**config.mk**
```make
export PLATFORM = sky130hd
export DESIGN_NAME = vr_mod_cell
export DESIGN_NICKNAME = d
export VERILOG_FILES = /design/src/design/vr_pkg.sv /design/src/design/vr_mod_cell.sv
export SDC_FILE = /design/constraint.sdc
export NUM_CORES = 1
export LEC_CHECK = 0
export BUFFER_PORTS_ARGS = -buffer_cell sky130_fd_sc_hd__buf_2
export CAP_MARGIN = 20
export CORE_AREA = 2 2 99 121
export CTS_CLUSTER_SIZE = 25
export DETAILED_ROUTE_END_ITERATION = 10
export DIE_AREA = 0 0 101 123
export HOLD_SLACK_MARGIN = 0.02
export PLACE_DENSITY = 0.85
export SETUP_SLACK_MARGIN = 0.2
export SYNTH_ARGS = -nofsm -noshare
export SYNTH_HDL_FRONTEND = slang
export SYNTH_SLANG_ARGS = --single-unit
```
**constraint.sdc**
```tcl
create_clock -name clk_i -period 1.3 [get_ports clk_i]
set_input_delay 0.065 -clock clk_i [delete_from_list [all_inputs] [get_ports clk_i]]
set_output_delay 0.065 -clock clk_i [all_outputs]
set_load 0.005 [all_outputs]
```
**src/design/vr_pkg.sv**
```systemverilog
// ----------------------------------------------------------------------------
// vr_pkg: shared definitions for the 2D vector rotator
// Widths, fixed-point constants, the arctangent table and the structs that
// move between the pipeline cells.
// ----------------------------------------------------------------------------
package vr_pkg;

  localparam int CORDIC_STEPS = 20;
  // More than 32 micro-rotations behave like 32.
  localparam int VR_STEPS = (CORDIC_STEPS > 32) ? 32 : CORDIC_STEPS;

  localparam int CW         = 32;  // coordinate and angle port width
  localparam int MAG_W      = 46;  // |angle| in Q30
  localparam int MOD_STAGES = 13;  // binary digits of the quotient by 2*pi
  localparam int RW         = 35;  // signed reduced angle before folding
  localparam int ZW         = 34;  // signed residual angle in the rotation cells
  localparam int DW         = 51;  // signed coordinate datapath, Q16.32 plus headroom
  localparam int PW         = 66;  // gain product width
  localparam int SW         = 5;   // step index width

  localparam logic [MAG_W-1:0] TWO_PI_MAG = 46'h1921FB544;
  localparam logic signed [RW-1:0] TWO_PI_R  = 35'sh1921FB544;
  localparam logic signed [RW-1:0] PI_R      = 35'sh0C90FDAA2;
  localparam logic signed [RW-1:0] HALF_PI_R = 35'sh06487ED51;
  localparam logic signed [PW-1:0] GAIN_Q31  = 66'sh4DBA76D4;

  localparam logic [31:0] ATAN_Q30 [32] = '{
    32'h3243F6A8, 32'h1DAC6705, 32'h0FADBAFC, 32'h07F56EA6,
    32'h03FEAB76, 32'h01FFD55B, 32'h00FFFAAA, 32'h007FFF55,
    32'h003FFFEA, 32'h001FFFFD, 32'h000FFFFF, 32'h0007FFFF,
    32'h0003FFFF, 32'h0001FFFF, 32'h0000FFFF, 32'h00007FFF,
    32'h00003FFF, 32'h00001FFF, 32'h00000FFF, 32'h000007FF,
    32'h000003FF, 32'h000001FF, 32'h000000FF, 32'h0000007F,
    32'h0000003F, 32'h0000001F, 32'h0000000F, 32'h00000008,
    32'h00000004, 32'h00000002, 32'h00000001, 32'h00000000
  };

  function automatic logic [31:0] vr_atan(input logic [SW-1:0] idx);
    return ATAN_Q30[idx];
  endfunction

  function automatic logic [MAG_W-1:0] vr_mod_sub(input int shift);
    return TWO_PI_MAG << shift;
  endfunction

  // Request moving through the angle reduction cells.
  typedef struct packed {
    logic                  valid;
    logic                  neg;
    logic signed [CW-1:0]  x;
    logic signed [CW-1:0]  y;
    logic [MAG_W-1:0]      mag;
  } vr_mod_t;

  // Request moving through the micro-rotation cells.
  typedef struct packed {
    logic                  valid;
    logic signed [DW-1:0]  x;
    logic signed [DW-1:0]  y;
    logic signed [ZW-1:0]  z;
  } vr_rot_t;

endpackage

```
**src/design/vr_mod_cell.sv**
```systemverilog
// ----------------------------------------------------------------------------
// vr_mod_cell: one digit of the angle reduction
// Subtracts a fixed multiple of 2*pi from the angle magnitude when it fits.
// ----------------------------------------------------------------------------
module vr_mod_cell
  import vr_pkg::*;
(
  input  logic             clk_i,
  input  logic             rst_ni,
  input  logic [MAG_W-1:0] sub_i,
  input  vr_mod_t          d_i,
  output vr_mod_t          q_o
);

  logic       valid_q;
  vr_mod_t    data_q;
  vr_mod_t    data_d;

  always_comb begin
    data_d = d_i;
    if (d_i.mag >= sub_i) begin
      data_d.mag = d_i.mag - sub_i;
    end
  end

  always_ff @(posedge clk_i or negedge rst_ni) begin
    if (!rst_ni) begin
      valid_q <= 1'b0;
    end else begin
      valid_q <= d_i.valid;
    end
  end

  always_ff @(posedge clk_i) begin
    data_q <= data_d;
  end

  always_comb begin
    q_o       = data_q;
    q_o.valid = valid_q;
  end

endmodule

```
==> results of run 1 <==
cells in the mapped netlist (3+ instances only):
master / number / area [µm²]
o21a_1: 5 / 37.5
o21bai_1: 7 / 52.6
a41o_1: 4 / 40.0
a21oi_1: 52 / 260
or3_1: 6 / 37.5
nand4_1: 10 / 62.6
buf_2: 5 / 25.0
ha_1: 46 / 576
nor2_1: 28 / 105
mux2_2: 5 / 56.3
nand2b_1: 4 / 25.0
dfxtp_1: 111 / 2220
o21ai_1: 9 / 45.0
a41oi_1: 3 / 26.3
nand2_1: 26 / 97.6
and3_1: 3 / 18.8
and4_1: 4 / 35.0
xnor2_1: 30 / 263
mux2i_1: 4 / 40.0
nor3_1: 3 / 15.0
clkbuf_1: 13 / 48.8
o31a_1: 3 / 26.3
a31oi_1: 8 / 50.1
nor2b_1: 7 / 43.8
inv_1: 58 / 218
a21o_1: 25 / 188
and2_1: 4 / 25.0
o31ai_1: 3 / 22.5
nand3_1: 14 / 70.1
o21ai_0: 17 / 85.1
mux2_1: 33 / 372
xor2_1: 10 / 87.6
layer usage:
layer  global-route usage  GRT overflow
met5                0.132             0
met4                0.817             8
met3                0.566             1
met2                0.936             6
met1                0.689             0
kinds of logic after synthesis:
family,count (synthesis),share of synthesized area
xor+xnor,40,0.0634
compound gates,154,0.181
simple gates,112,0.100
flops,112,0.407
mux,42,0.0847
buf+inv,78,0.0562
fa+ha+maj,47,0.108
timing repair:
action                     in CTS
setup endpoints to repair      46
cloned                          6
buffers inserted               30
hold buffers                  105
hold endpoints to repair      103
pin swaps                      37
gates resized for setup        57
per-stage QoR:
stage | instances | setup WS, ns | area, µm² | util | hold slack (ns)
after CTS | 1290 | -1.15 | 10500 | 0.930 | 0.0311
after detailed placement | 1133 | -1.65 | 8450 | 0.748 | -0.158
after global placement | 1133 | -1.54 | 8450 | 0.748 | -0.161
after floorplan | 585 | -1.30 | 5830 | - | -0.231
==> flow_summary_export.csv, run 1 <==
group,metric,value,unit
status,status,"did not finish",
status,lastStage,"global routing",
status,firstError,"[ERROR GRT-0232] Routing congestion too high. Check the congestion heatmap in the GUI.",
synth,synthDistinctLibCells,53,
place,place.gp.congestion,0.906,
synth,syn_inst,585,
synth,dominantRegCellSynth,"dfxtp_1",
clock_tree,numCtsBuffers,9,
die,die_w,101,µm
clock_tree,cts_root_buf,"clkbuf_16",
global_routing,overflow,15,
synth,syn_area,5520,µm²
place,hpwlAfterDp,15500,µm
synth,ys_seq_area_frac,0.407,
place,portBuffers,271,
die,start_util,0.489,
die,ioPinCount,272,
synth,yosysWarningCount,0,
global_routing,gr-usage-all-layers,0.736,
sta,postGrtWorstEndpoint,"q_o[32]$_DFF_P_/D",
die,rows,43,
synth,ys_ff_latch,112,
sta,endpoint_type,"register data pin",
die,die_y,123,µm
global_routing,grt_max_degree,25,
synth,postSynthAreaPerCell,9.44,µm²
clock_tree,clock_path_buffers,2,
synth,async_flop_share,0.00893,
synth,synth_edf_count,0,
synth,syn_nets,792,
clock_tree,clock_sinks,112,
clock_tree,htreeDepth,3,
==> run 2: changes to the inputs <==
- CORE_AREA: 2 2 99 121 -> 2 2 129 131
- CTS_CLUSTER_SIZE: 25 -> not set
- DIE_AREA: 0 0 101 123 -> 0 0 131 133
- HOLD_SLACK_MARGIN: 0.02 -> not set
- PLACE_DENSITY: 0.85 -> not set
- PLACE_DENSITY_LB_ADDON: not set -> 0.15
- SETUP_SLACK_MARGIN: 0.2 -> not set
==> run 2 against run 1 <==
Net effect: the flow now finishes, with violations (setup timing); synthesized cell count did not move; area after synthesis is the same.
==> flow_summary_export.csv, run 2 <==
group,metric,value,unit
power,sw_frac_of_total,0.288,
sta,setup_viol,46,
die,die_w,131,µm
synth,yosys-top-cells-count,"111 x dfxtp_1, 58 x inv_1, 52 x a21oi_1, 46 x ha_1, 33 x mux2_1",
place,placed_cell_area,8600,µm²
sta,max_freq,405,MHz
power,p_seq_frac,0.355,
routing,wl_per_cell,14.0,µm
setup_path,required,1.54,ns
power,p_comb_frac,0.375,
synth,synth_largest_area_cell,"dfxtp_1",
synth,async_flop_share,0.00893,
synth,postSynthAreaPerCell,9.44,µm²
global_routing,grt_pass1_vias,6389,
synth,synth_edf_count,0,
routing,firstDrtPassIters,4,
layout,syn2layout_area_growth,92.9,%
routing,drt_iter0_markers,191,
setup_path,cpMaxStageDelayCell,"a221o_1",
synth,syn_nets,792,
sta,tns,-47.94,ns
layout,nNetsFinal,1357,
die,die_y,133,µm
sta,whs,0.0157,ns
synth,synthDistinctLibCells,53,
setup_path,path_class,"in2reg",
layout,drive_above_1_share,0.503,
synth,yosysMostFrequentCell,"dfxtp_1",
power,powerDensity,1030,nW/µm²
sta,final-max-slew-violation-count,0,
setup_path,cp_cell_sequence,"buf_6, inv_4, ha_4, a21o_1, a21oi_2, nand2_2, a211o_1, a41o_1, o31a_1, a221o_1, a211oi_4, xnor2_1, mux2_4",
status,status,"complete, but fails checks",
clock_tree,path_clk_slew,0.07,ns
sta,rsz0062_at_grt,"true",
layout,layout_common_cells,"264 x buf_2, 183 x buf_4, 111 x dfxtp_1, 100 x dlygate4sd3_1, 51 x inv_1",
clock_tree,cts_tree,"built",
synth,syn_inst,585,
place,hpwlAfterDp,13900,µm
die,rows,47,
global_routing,grt_pass1_wl,29800,µm
clock_tree,htreeDepth,3,
routing,vias,6230,
sta,finalHoldViolCount,0,
routing,via_per_inst,4.53,
run,cap_violations,0,
synth,dominantRegCellSynth,"dfxtp_1",
sta,fin_ws,-1.17,ns
global_routing,overflow,0,
power,p_leak,5.46,nW
layout,fill_cells,1318,
power,peakVddDrop,0.792,mV
status,failed_checks,"setup timing",
routing,drt.antenna.violating_nets,0,
layout,largest_reg_flops,111,
synth,syn_area,5520,µm²
synth,ys_ff_latch,112,
clock_tree,clock_sinks,112,
power,power.switching,3.16,mW
sta,period_share,1.90,
layout,final_common_cell,"buf_2",
routing,wl,19300,µm
place,portBuffers,271,
min_path,min_path_type,"in2reg",
layout,post-route-util,0.659,
setup_path,crit_arrival,2.71,ns
die,ioPinCount,272,
power,p_int,7.81,mW
setup_path,critPathMaxStageDelay,0.34,ns
global_routing,gr-usage-all-layers,0.217,
setup_path,cp_max_fo,3,
synth,yosysWarningCount,0,
layout,fin_cells,1376,
global_routing,antenna_found_initial,1,
power,p_clk_frac,0.270,
sta,worst_slew_pin_slew,0.330,ns
die,core_area,16200,µm²
setup_path,cp-start-kind,"input pin",
sta,finalCriticalPeriod,2.47,ns
synth,netlist.area_leader.share,0.402,
routing,drc,0,
place,place.gp.congestion,0.855,
place,dp.cells,1223,
place,dp_slack,-1.69,ns
layout,finish.instance_area,10700,µm²
clock_tree,cts_root_buf,"clkbuf_16",
clock_tree,numCtsBuffers,9,
sta,slew_headroom,0.779,
die,die_area,17400,µm²
clock_tree,clock_path_buffers,2,
global_routing,grt_max_degree,22,
synth,ys_seq_area_frac,0.407,
power,p_total,11.0,mW
die,start_util,0.342,
synth,synthTopCellsByArea,"dfxtp_1 40%, ha_1 10%, mux2_1 6.7%",
setup_path,worst_setup_path_end_kind,"flip-flop",
[run 2: cell counts after synthesis]
Identical to the previous run, type by type.
[run 2: cell type report]
| cell class | instances | area, µm² | area share |
|---|---|---|---|
| Multi-Input combinational cell | 395 | 3460 | 0.324 |
| Inverter | 58 | 240 | 0.0225 |
| Timing Repair Buffer | 574 | 4110 | 0.386 |
| Clock inverter | 7 | 98.8 | 0.00928 |
| Clock buffer | 9 | 225 | 0.0211 |
| Tap cell | 220 | 275 | 0.0258 |
| Sequential cell | 112 | 2250 | 0.211 |
| Antenna cell | 1 | 2.50 | 0.000235 |
[run 2: power by group through the flow]
stage	logic [mW]	clock network [mW]	registers [mW]
6_report	4.11	2.96	3.89
5_1_grt	4.48	3.20	3.93
4_1_cts	4.08	3.05	3.89
3_5_place_dp	3.33	0	3.96
3_3_place_gp	3.33	0	3.96
2_1_floorplan	1.72	0	4.02
[run 2: repair_timing]
item / 4_1_cts / 5_1_grt
setup endpoints to repair: 46 / 46
setup buffers: 31 / 8
hold endpoints to repair: 99 / 0
pin swaps: 35 / 25
cloned: 4 / 0
gates resized for setup: 68 / 19
hold buffers: 100 / 0
[run 2: final timing paths]
kind / start / to / slack, ns / cells past startpoint
setup / recovery: sub_i[3] / q_o[39]$_DFF_P_ / -1.17 / 13
hold / removal: d_i[42] / q_o[42]$_DFF_P_ / 0.02 / 3
max in group asynchronous: rst_ni / valid_q$_DFF_PN0_ / 0.64 / 3
min in group asynchronous: rst_ni / valid_q$_DFF_PN0_ / 0.56 / 3
[run 2: kinds of logic (layout without fill, tap and decap cells)]
kind of cell	Yosys count	after routing	share of synthesized area
compound gates	154	154	0.181
xor+xnor	40	40	0.0634
fa+ha+maj	47	47	0.108
buf+inv	78	648	0.0562
flops	112	112	0.407
mux	42	42	0.0847
other cells	0	1	0
simple gates	112	112	0.100
[run 2: critical path: cells and delay by family]
kind                       cells  cell delay (ns)
AOI/OAI and AO/OA              7             1.84
muxes                          1             0.25
adders and majority gates      1             0.20
buffers and inverters          2             0.14
and+or+nand+nor                1             0.11
xor gates and xnor gates       1             0.09
[run 2: metal layers]
metal	vias up	global-route usage	routed length (µm)
met2	192	0.403	9750
met3	35	0.0356	1210
met5	-	0	0
li1	3183	-	-
met4	0	0.0857	588
met1	2820	0.240	7720
Note: power is estimated with default switching activity, not from simulation.
