--- config.mk ---
export PLATFORM = sky130hd
export DESIGN_NAME = vr_rot_cell
export DESIGN_NICKNAME = d
export VERILOG_FILES = /design/src/design/vr_pkg.sv /design/src/design/vr_rot_cell.sv
export SDC_FILE = /design/constraint.sdc
export NUM_CORES = 1
export LEC_CHECK = 0
export BUFFER_PORTS_ARGS = -buffer_cell sky130_fd_sc_hd__buf_2
export CAP_MARGIN = 20
export CORE_MARGIN = 2
export CORE_UTILIZATION = 45
export DETAILED_ROUTE_END_ITERATION = 8
export PLACE_DENSITY = 0.72
export SLEW_MARGIN = 30
export SYNTH_ARGS = -nofsm -noshare
export SYNTH_HDL_FRONTEND = slang
export SYNTH_SLANG_ARGS = --single-unit
--- constraint.sdc ---
create_clock -name clk_i -period 0.8 [get_ports clk_i]
set_input_delay 0.08 -clock clk_i [delete_from_list [all_inputs] [get_ports clk_i]]
set_output_delay 0.08 -clock clk_i [all_outputs]
set_load 0.1 [all_outputs]
--- src/design/vr_pkg.sv ---
// ----------------------------------------------------------------------------
// vr_pkg: shared definitions for the 2D vector rotator
// Widths, fixed-point constants, the arctangent table and the structs that
// move between the pipeline cells.
// ----------------------------------------------------------------------------
package vr_pkg;

  localparam int CORDIC_STEPS = 20;
  // More than 32 micro-rotations behave like 32.
  localparam int VR_STEPS = (CORDIC_STEPS > 32) ? 32 : CORDIC_STEPS;

  localparam int CW         = 32;  // coordinate and angle port width
  localparam int MAG_W      = 46;  // |angle| in Q30
  localparam int MOD_STAGES = 13;  // binary digits of the quotient by 2*pi
  localparam int RW         = 35;  // signed reduced angle before folding
  localparam int ZW         = 34;  // signed residual angle in the rotation cells
  localparam int DW         = 51;  // signed coordinate datapath, Q16.32 plus headroom
  localparam int PW         = 66;  // gain product width
  localparam int SW         = 5;   // step index width

  localparam logic [MAG_W-1:0] TWO_PI_MAG = 46'h1921FB544;
  localparam logic signed [RW-1:0] TWO_PI_R  = 35'sh1921FB544;
  localparam logic signed [RW-1:0] PI_R      = 35'sh0C90FDAA2;
  localparam logic signed [RW-1:0] HALF_PI_R = 35'sh06487ED51;
  localparam logic signed [PW-1:0] GAIN_Q31  = 66'sh4DBA76D4;

  localparam logic [31:0] ATAN_Q30 [32] = '{
    32'h3243F6A8, 32'h1DAC6705, 32'h0FADBAFC, 32'h07F56EA6,
    32'h03FEAB76, 32'h01FFD55B, 32'h00FFFAAA, 32'h007FFF55,
    32'h003FFFEA, 32'h001FFFFD, 32'h000FFFFF, 32'h0007FFFF,
    32'h0003FFFF, 32'h0001FFFF, 32'h0000FFFF, 32'h00007FFF,
    32'h00003FFF, 32'h00001FFF, 32'h00000FFF, 32'h000007FF,
    32'h000003FF, 32'h000001FF, 32'h000000FF, 32'h0000007F,
    32'h0000003F, 32'h0000001F, 32'h0000000F, 32'h00000008,
    32'h00000004, 32'h00000002, 32'h00000001, 32'h00000000
  };

  function automatic logic [31:0] vr_atan(input logic [SW-1:0] idx);
    return ATAN_Q30[idx];
  endfunction

  function automatic logic [MAG_W-1:0] vr_mod_sub(input int shift);
    return TWO_PI_MAG << shift;
  endfunction

  // Request moving through the angle reduction cells.
  typedef struct packed {
    logic                  valid;
    logic                  neg;
    logic signed [CW-1:0]  x;
    logic signed [CW-1:0]  y;
    logic [MAG_W-1:0]      mag;
  } vr_mod_t;

  // Request moving through the micro-rotation cells.
  typedef struct packed {
    logic                  valid;
    logic signed [DW-1:0]  x;
    logic signed [DW-1:0]  y;
    logic signed [ZW-1:0]  z;
  } vr_rot_t;

endpackage

--- src/design/vr_rot_cell.sv ---
// ----------------------------------------------------------------------------
// vr_rot_cell: one CORDIC micro-rotation
// Rotates by +-atan(2^-step) depending on the sign of the residual angle.
// ----------------------------------------------------------------------------
module vr_rot_cell
  import vr_pkg::*;
(
  input  logic          clk_i,
  input  logic          rst_ni,
  input  logic [SW-1:0] step_i,
  input  vr_rot_t       d_i,
  output vr_rot_t       q_o
);

  logic                 valid_q;
  vr_rot_t              data_q;
  vr_rot_t              data_d;
  logic signed [DW-1:0] x_s;
  logic signed [DW-1:0] y_s;
  logic signed [DW-1:0] dx;
  logic signed [DW-1:0] dy;
  logic signed [ZW-1:0] z_s;
  logic signed [ZW-1:0] da;

  always_comb begin
    x_s = d_i.x;
    y_s = d_i.y;
    z_s = d_i.z;
    dx  = y_s >>> step_i;
    dy  = x_s >>> step_i;
    da  = ZW'(vr_atan(step_i));
    data_d = d_i;
    if (!z_s[ZW-1]) begin
      data_d.x = x_s - dx;
      data_d.y = y_s + dy;
      data_d.z = z_s - da;
    end else begin
      data_d.x = x_s + dx;
      data_d.y = y_s - dy;
      data_d.z = z_s + da;
    end
  end

  always_ff @(posedge clk_i or negedge rst_ni) begin
    if (!rst_ni) begin
      valid_q <= 1'b0;
    end else begin
      valid_q <= d_i.valid;
    end
  end

  always_ff @(posedge clk_i) begin
    data_q <= data_d;
  end

  always_comb begin
    q_o       = data_q;
    q_o.valid = valid_q;
  end

endmodule

==> metrics.cfg, run 1 <==
[global_routing]
grt_use_total=0.687
overflow=46
grt_max_degree=30

[clock_network]
cts_sinks=137
cts_buffers=17
root_buffer=clkbuf_16
ctsHtreeMaxLevel=4
clock_path_buffers=2

[logic_synthesis]
syn_area_per_cell_um2=8.40
ys_async_sr_fraction=0.00730
netlist_instances=2593
synth_flop_cell=dfxtp_1
synth_edf_count=0
synthesis.nets=2885
syn_area_um2=21800
yosysUniqueCellTypes=102
ys_ff_latch=137
seq_area_frac_synth=0.126
yosys_warnings=0

[place]
placed_cells=4508
numPortBuffers=280
dpl-instance-area_um2=35000
gp_congestion=1.16
dp_hpwl_mm=99.3
pre_cts_ws_ns=-5.13

[floorplan]
rows=80
initial_utilization=0.456
die_y_um=224
io_pins=281
die_w_um=224

[status]
stop_stage=5_1_grt
outcome=did not finish
stop_error=[ERROR GRT-0232] Routing congestion too high. Check the congestion heatmap in the GUI.

[timing]
worst_endpoint=q_o[134]$_DFF_P_/D
worst_endpoint_kind=sequential cell input

[per-layer routing]
layer	overflow	global-route usage
met1	2	0.698
met2	20	0.893
met5	0	0.195
met4	24	0.655
met3	0	0.485
[cell usage after synthesis (24+ instances only)]
| master | number | area share |
|---|---|---|
| a211oi_1 | 34 | 0.012 |
| a21o_1 | 71 | 0.024 |
| a21oi_1 | 210 | 0.048 |
| a31oi_1 | 42 | 0.012 |
| and2_1 | 24 | 0.0069 |
| and3_1 | 29 | 0.0083 |
| buf_2 | 42 | 0.0096 |
| clkbuf_1 | 67 | 0.012 |
| dfxtp_1 | 136 | 0.12 |
| ha_1 | 145 | 0.083 |
| inv_1 | 67 | 0.012 |
| mux2_2 | 68 | 0.035 |
| mux2i_1 | 128 | 0.059 |
| mux4_2 | 115 | 0.12 |
| nand2_1 | 195 | 0.034 |
| nand2b_1 | 31 | 0.0089 |
| nand3_1 | 60 | 0.014 |
| nor2_1 | 170 | 0.029 |
| nor2b_1 | 36 | 0.010 |
| nor3_1 | 41 | 0.0094 |
| o21ai_0 | 133 | 0.031 |
| o22ai_1 | 40 | 0.011 |
| xnor2_1 | 142 | 0.057 |
| xor2_1 | 95 | 0.038 |
[per-stage QoR]
stage                     setup TNS, ns  hold slack, ns
after floorplan                 -439.33          -0.216
after detailed placement        -542.56          -0.142
after CTS                       -458.39          -0.202
after global placement          -527.43          -0.146
[logic make-up after synthesis]
group	count (synthesis)	share of synthesized area
buffers and inverters	244	0.0582
muxes	321	0.225
xor gates and xnor gates	238	0.0963
and+or+nand+nor	701	0.163
adders and majority gates	148	0.0860
DFF	137	0.126
AOI/OAI and AO/OA	804	0.246
[timing repair]
item	4_1_cts
gates resized for setup	343
buffers inserted	91
cloned	12
setup endpoints to repair	273
hold buffers	3
hold endpoints to repair	7
pin swaps	156
==> run 2, diff against run 1 <==
--- a/config.mk
+++ b/config.mk
@@ -8,9 +8,9 @@
 export BUFFER_PORTS_ARGS = -buffer_cell sky130_fd_sc_hd__buf_2
 export CAP_MARGIN = 20
 export CORE_MARGIN = 2
-export CORE_UTILIZATION = 45
+export CORE_UTILIZATION = 30
 export DETAILED_ROUTE_END_ITERATION = 8
-export PLACE_DENSITY = 0.72
+export PLACE_DENSITY_LB_ADDON = 0.15
 export SLEW_MARGIN = 30
 export SYNTH_ARGS = -nofsm -noshare
 export SYNTH_HDL_FRONTEND = slang
==> run 2 against run 1 <==
Compared with the run above: the flow now finishes, with violations (negative hold slack, negative setup slack); synthesized cell count stayed put; synthesized area stayed put.
==> metrics.cfg, run 2 <==
[place]
gp_congestion=1.05  ; -9.1%
pre_cts_ws_ns=-5.49  ; -0.361 ns
dp_hpwl_mm=108  ; +8.5%
numPortBuffers=280  ; unchanged
placed_cells=4866  ; +7.9%

[floorplan]
rows=98  ; +23%
die_w_um=273  ; +22%
io_pins=281  ; unchanged
dieArea_um2=74800
coreArea_um2=71700
initial_utilization=0.304  ; -0.153
die_y_um=273  ; +22%

[logic_synthesis]
synthTopCellsByCount=a21oi_1 (210), nand2_1 (195), nor2_1 (170), ha_1 (145), xnor2_1 (142)
ys_ff_latch=137  ; unchanged
synthesis.nets=2885  ; unchanged
synth_compound_area_frac=0.246  ; unchanged
syn_area_um2=21800  ; unchanged
synth_edf_count=0  ; unchanged
yosysUniqueCellTypes=102  ; unchanged
seq_area_frac_synth=0.126  ; unchanged
yosys_warnings=0  ; unchanged
synth_area_leader_cell=dfxtp_1
synth_fa_ha_area_frac=0.0860  ; unchanged
synth_flop_cell=dfxtp_1
netlist_instances=2593  ; unchanged
synth.area.mux_share=0.225  ; unchanged
synth_top_family_by_area=compound AO/OA/AOI/OAI gates
synth_area_leaders=dfxtp_1 (12%), mux4_2 (12%), ha_1 (8.3%)
synth_top_area_frac=0.125  ; unchanged
synthSimpleGateAreaFrac=0.163  ; unchanged
syn_area_per_cell_um2=8.40  ; unchanged
ys_async_sr_fraction=0.00730  ; unchanged
synth_most_common_cell=a21oi_1
synthXorXnorAreaFrac=0.0963  ; unchanged

[layout]
largest_reg_flops=136
final_util=0.561
final_common_cell=buf_4
multi_input_area_um2=20500
area_delta_synth_final_pct=84.8
final_cell_mix=buf_4 (1,237), nand2_1 (170), buf_12 (164), a21oi_1 (139), nor2_1 (137)
fillers=6460
drive_gt1_frac=0.602
finalNonFillerCells=5049
layout.nets=4377
regArea_um2=2920

[global_routing]
grt_pass1_wl_mm=191
overflow=0
antenna_found_initial=4
grt_max_degree=24
grt_use_total=0.346
grt_pass1_vias=28900

[detailed_routing]
firstDrtPassIters=5
drtIter0Drc=2263
wl_mm=134
wl_per_cell_um=26.6
ant_nets=0
vias=28500
viasPerCell=5.65
drcViolationCount=0

[critical_path]
start_kind=input pin
path_max_fanout=6
worstSetupPathType=in2reg
critPathLaunch=step_i[0]
cp-endpoint=q_o[135]
cp.arrival_ns=5.38
cp-end-kind=flop
worstPathRequired_ns=1.19

[pwr]
power_mw=101
pwr_density_cell_nw_per_um2=2500
ir_drop_mv=4.23
power.leakage_nw=18.3

[clock_network]
cts_sinks=137  ; unchanged
root_buffer=clkbuf_16
cts_tree=done
clock_path_buffers=2  ; unchanged
cts_buffers=17  ; unchanged
ctsHoldBuffers=3  ; unchanged
clk_pin_slew_ns=0.08
ctsHtreeMaxLevel=4  ; unchanged

[timing]
tns_ns=-469.06
worst_pin_slew_ns=0.876
finalSetupViolCount=273
finalHoldViolations=4
holdWs_ns=-0.197
post-route-period-util=6.24
layout_setup_ws_ns=-4.19
relSlewSlack=0.412
finalWorstPathRequiredPeriod_ns=4.99
fmax_ghz=0.200
rsz0062_at_grt=yes
slew_violations=0

[hold_path]
min_path_type=in2reg

[status]
failed_checks=negative hold slack, negative setup slack
outcome=finished, violations left

[job]
maxCapViolCount=0

[run 2: cell counts after synthesis]
No cell type changed its count.
[run 2: through the flow]
stage          hold WS [ns]  cell area [um2]
2_1_floorplan        -0.216            22900
3_3_place_gp         -0.146            35600
3_5_place_dp         -0.144            35600
4_1_cts              -0.204            38400
5_1_grt              -0.203            40300
6_report             -0.197            40300
[run 2: cell families after synthesis]
| family | after synthesis |
|---|---|
| and+or+nand+nor | 701 |
| buffers and inverters | 244 |
| DFF | 137 |
| AOI/OAI and AO/OA | 804 |
| xor gates and xnor gates | 238 |
| adders and majority gates | 148 |
| muxes | 321 |
[run 2: area by class of cell]
class,instances,share of cell area
well taps,950,0.0295
clock buffers,17,0.0106
diodes,1,0.0000621
clock inverters,15,0.00339
flip-flops and latches,137,0.0724
multi-input cells,2212,0.508
inverters,69,0.00680
repair buffers,1648,0.369
[run 2: worst max-delay path, cell delays in order]
cell and delay (ns):
buf_16 0.14, buf_6 0.12, mux4_2 0.60, mux4_2 0.54, nand2_2 0.12, o31ai_4 0.12, buf_6 0.15, nor4b_4 0.34
nand2_2 0.19, nor2b_4 0.19, a31o_4 0.17, xnor2_2 0.11, ha_1 0.28, a21oi_2 0.12, o21bai_1 0.09, a211o_1 0.31
a221oi_2 0.29, a2bb2oi_2 0.21, o21ai_2 0.08, o41a_1 0.37, a31o_4 0.26, a221oi_4 0.23, xnor3_1 0.25
[run 2: power by group]
| group | switching (mW) | leakage, nW | internal (mW) |
|---|---|---|---|
| logic | 45.4 | 16.9 | 33.5 |
| registers | 2.75 | 1.16 | 10.8 |
| clock network | 4.39 | 0.273 | 4.08 |
| total | 52.5 | 18.3 | 48.3 |
[run 2: how the worst min path moves through the flow]
stage	start	endpoint	cells past startpoint
global placement	rst_ni	valid_q	1
finish	d_i[0]	q_o[0]	2
global route	d_i[0]	q_o[0]	2
detailed placement	rst_ni	valid_q	1
CTS	d_i[0]	q_o[0]	2
floorplan	rst_ni	valid_q	0
[run 2: what timing repair did]
item / CTS / global route
pin swaps: 116 / 146
resized for setup: 305 / 282
endpoints found under the hold margin: 6 / 4
setup buffers: 81 / 70
gates cloned: 9 / 2
endpoints found under the setup margin: 273 / 273
[run 2: routing by layer]
layer | wire length [um] | vias up | track usage | part of all wire
met5 | 39 | - | 0 | 0.00029
met1 | 54400 | 14100 | 0.437 | 0.41
li1 | - | 12900 | - | -
met2 | 62600 | 1217 | 0.569 | 0.47
met3 | 10700 | 332 | 0.0777 | 0.080
met4 | 6530 | 6 | 0.139 | 0.049
Power figures use the tool's default switching activity.
==> run 3, diff against run 2 <==
--- a/config.mk
+++ b/config.mk
@@ -11,6 +11,7 @@
 export CORE_UTILIZATION = 30
 export DETAILED_ROUTE_END_ITERATION = 8
 export PLACE_DENSITY_LB_ADDON = 0.15
+export SETUP_SLACK_MARGIN = 0.4
 export SLEW_MARGIN = 30
 export SYNTH_ARGS = -nofsm -noshare
 export SYNTH_HDL_FRONTEND = slang
==> run 3 against run 2 <==
Compared with the run above: sequential share of layout area increased by 0.64 points; critical path depth did not move; total power is 3.4% higher; the flow still finishes with violations (negative hold slack, negative setup slack); via count increased by 2.2%; core utilization grew 1.5 points.
==> metrics.cfg, run 3 (same netlist as run 2, synthesis figures left out) <==
[layout]
final_cell_mix=buf_4 (1,244), buf_12 (169), nand2_1 (167), buf_2 (137)
largest_reg_flops=136  ; unchanged
drive_gt1_frac=0.614  ; +0.0119
final_util=0.576  ; +0.0151
area_delta_synth_final_pct=89.8
final_common_cell=buf_4
layout.nets=4433  ; +1.3%
stdcell_area_um2=41400  ; +2.7%

[hold_path]
min_path_type=in2reg

[detailed_routing]
viasPerCell=5.71  ; +1.1%
vias=29200  ; +2.2%
drcViolationCount=0  ; unchanged
ant_nets=0  ; unchanged
drtIter0Drc=2305  ; +1.9%
firstDrtPassIters=8  ; +3
wl_mm=138  ; +3.0%
wl_per_cell_um=27.1  ; +1.9%

[critical_path]
path_cells=buf_16 -> mux4_2 -> mux4_2 -> a221o_1 -> and4bb_2 -> nand4bb_4 -> nor4_4 -> buf_4 -> a21oi_2 -> xnor2_1 -> ha_1 -> and4_4 -> buf_6 -> nand2_2 -> or4b_4 -> a21oi_4 -> a21oi_4 -> o21ai_4 -> buf_6 -> a21o_4 -> o21ai_4 -> buf_6 -> xnor2_2
cp.arrival_ns=5.41  ; +0.03 ns
crit_slowest_cell=mux4_2
cp-end-kind=flop
worstSetupPathType=in2reg
start_kind=input pin
path_max_fanout=7  ; +1
worstPathRequired_ns=1.19  ; about the same
critPathMostFrequentCell=buf_6
cpPeakStageDelay_ns=0.56  ; -0.04 ns

[floorplan]
die_w_um=273  ; unchanged
initial_utilization=0.304  ; unchanged
io_pins=281  ; unchanged
coreArea_um2=71700  ; unchanged
die_y_um=273  ; unchanged
rows=98  ; unchanged
dieArea_um2=74800  ; unchanged

[status]
failed_checks=negative hold slack, negative setup slack
outcome=finished, violations left

[timing]
post-route-period-util=6.28  ; +0.0425
slew_violations=0  ; unchanged
finalWorstPathRequiredPeriod_ns=5.02  ; +0.0340 ns
worst_pin_slew_ns=0.817  ; -0.0591 ns
layout_setup_ws_ns=-4.22  ; -0.0340 ns
rsz0062_at_grt=yes
relSlewSlack=0.454  ; +0.0418
finalSetupViolCount=273  ; unchanged
holdWs_ns=-0.188  ; +0.00852 ns
fmax_ghz=0.199  ; -0.68%
finalHoldViolations=6  ; +2

[job]
maxCapViolCount=0  ; unchanged

[clock_network]
root_buffer=clkbuf_16
cts_buffers=17  ; unchanged
cts_tree=done
clock_path_buffers=2  ; unchanged
ctsHtreeMaxLevel=4  ; unchanged
cts_sinks=137  ; unchanged
ctsHoldBuffers=2  ; -1
clk_pin_slew_ns=0.06  ; -0.02 ns

[global_routing]
grt_pass1_vias=29600  ; +2.4%
grt_max_degree=23  ; -4.2%
grt_pass1_wl_mm=197  ; +2.9%
antenna_found_initial=6  ; +2
grt_use_total=0.356  ; +0.0102
overflow=0  ; unchanged

[pwr]
pwr_density_cell_nw_per_um2=2520  ; +0.66%
power.leakage_nw=18.7  ; +2.2%
ir_drop_mv=3.16  ; -25%

[place]
numPortBuffers=280  ; unchanged
dpl-instance-area_um2=35900  ; +0.87%
pre_cts_ws_ns=-5.24  ; +0.253 ns
gp_congestion=1.06  ; +1.2%
dp_hpwl_mm=110  ; +2.5%

-- run 3: cell count changes in the layout (fill, tap and decap cells not counted), sizes merged --
cell         change
buf             +57
clkinv           -5
bufinv           +4
inv              -3
clkinvlp         +2
diode            +2
bufbuf           -1
clkbuf           +1
dlygate4sd3      -1
-- run 3: stage by stage --
| step | power, mW | instances | setup TNS (ns) | hold slack (ns) |
|---|---|---|---|---|
| floorplan | 54.3 | 2593 | -438.97 | -0.216 |
| finish | 104 | 5105 | -486.36 | -0.188 |
| detailed placement | 86.8 | 4862 | -552.71 | -0.144 |
| global placement | 86.4 | 4862 | -543.48 | -0.146 |
| CTS | 101 | 5019 | -474.77 | -0.210 |
| global route | 108 | 5103 | -506.30 | -0.189 |
-- run 3: final timing paths --
path | from | endpoint | cells past startpoint
max | step_i[2] | q_o[80] | 23
min | d_i[0] | q_o[0] | 2
max in group asynchronous | rst_ni | valid_q | 2
min in group asynchronous | rst_ni | valid_q | 2
-- run 3: cell type report --
| class | count | area [um2] |
|---|---|---|
| sequential | 137 | 3260 |
| antenna | 3 | 7.51 |
| clock buffer | 17 | 425 |
| fill | 6360 | 30400 |
| clock inverter | 13 | 194 |
| multi-input combinational | 2212 | 20500 |
| tap | 950 | 1190 |
| timing repair buffer | 1704 | 15500 |
| inverter | 69 | 279 |
-- run 3: critical path, delay by kind of cell --
kind,cells,cell delay [ns]
fa+ha+maj,1,0.35
buf+inv,5,0.69
xor+xnor,2,0.27
mux,2,1.08
compound gates,7,1.32
simple gates,6,1.58
-- run 3: what timing repair did --
item | CTS | global route
endpoints found under the setup margin | 273 | 273
gates cloned | 7 | 4
resized for setup | 381 | 280
pin swaps | 173 | 196
hold endpoints to repair | 8 | 6
buffers inserted | 118 | 79
-- run 3: per-layer routing --
layer,share of wire,vias up,GRT usage,routed length (um)
li1,-,13000,-,-
met1,0.41,14500,0.448,56400
met2,0.47,1336,0.599,65600
met3,0.077,281,0.0768,10700
met4,0.040,6,0.126,5590
met5,0.00025,-,0,34
-- run 3: report_power, final --
group / total (mW) / switching [mW] / internal [mW]
registers: 14.6 / 2.74 / 11.9
clock network: 9.25 / 4.04 / 5.21
logic: 80.4 / 46.0 / 34.4
total: 104 / 52.8 / 51.5
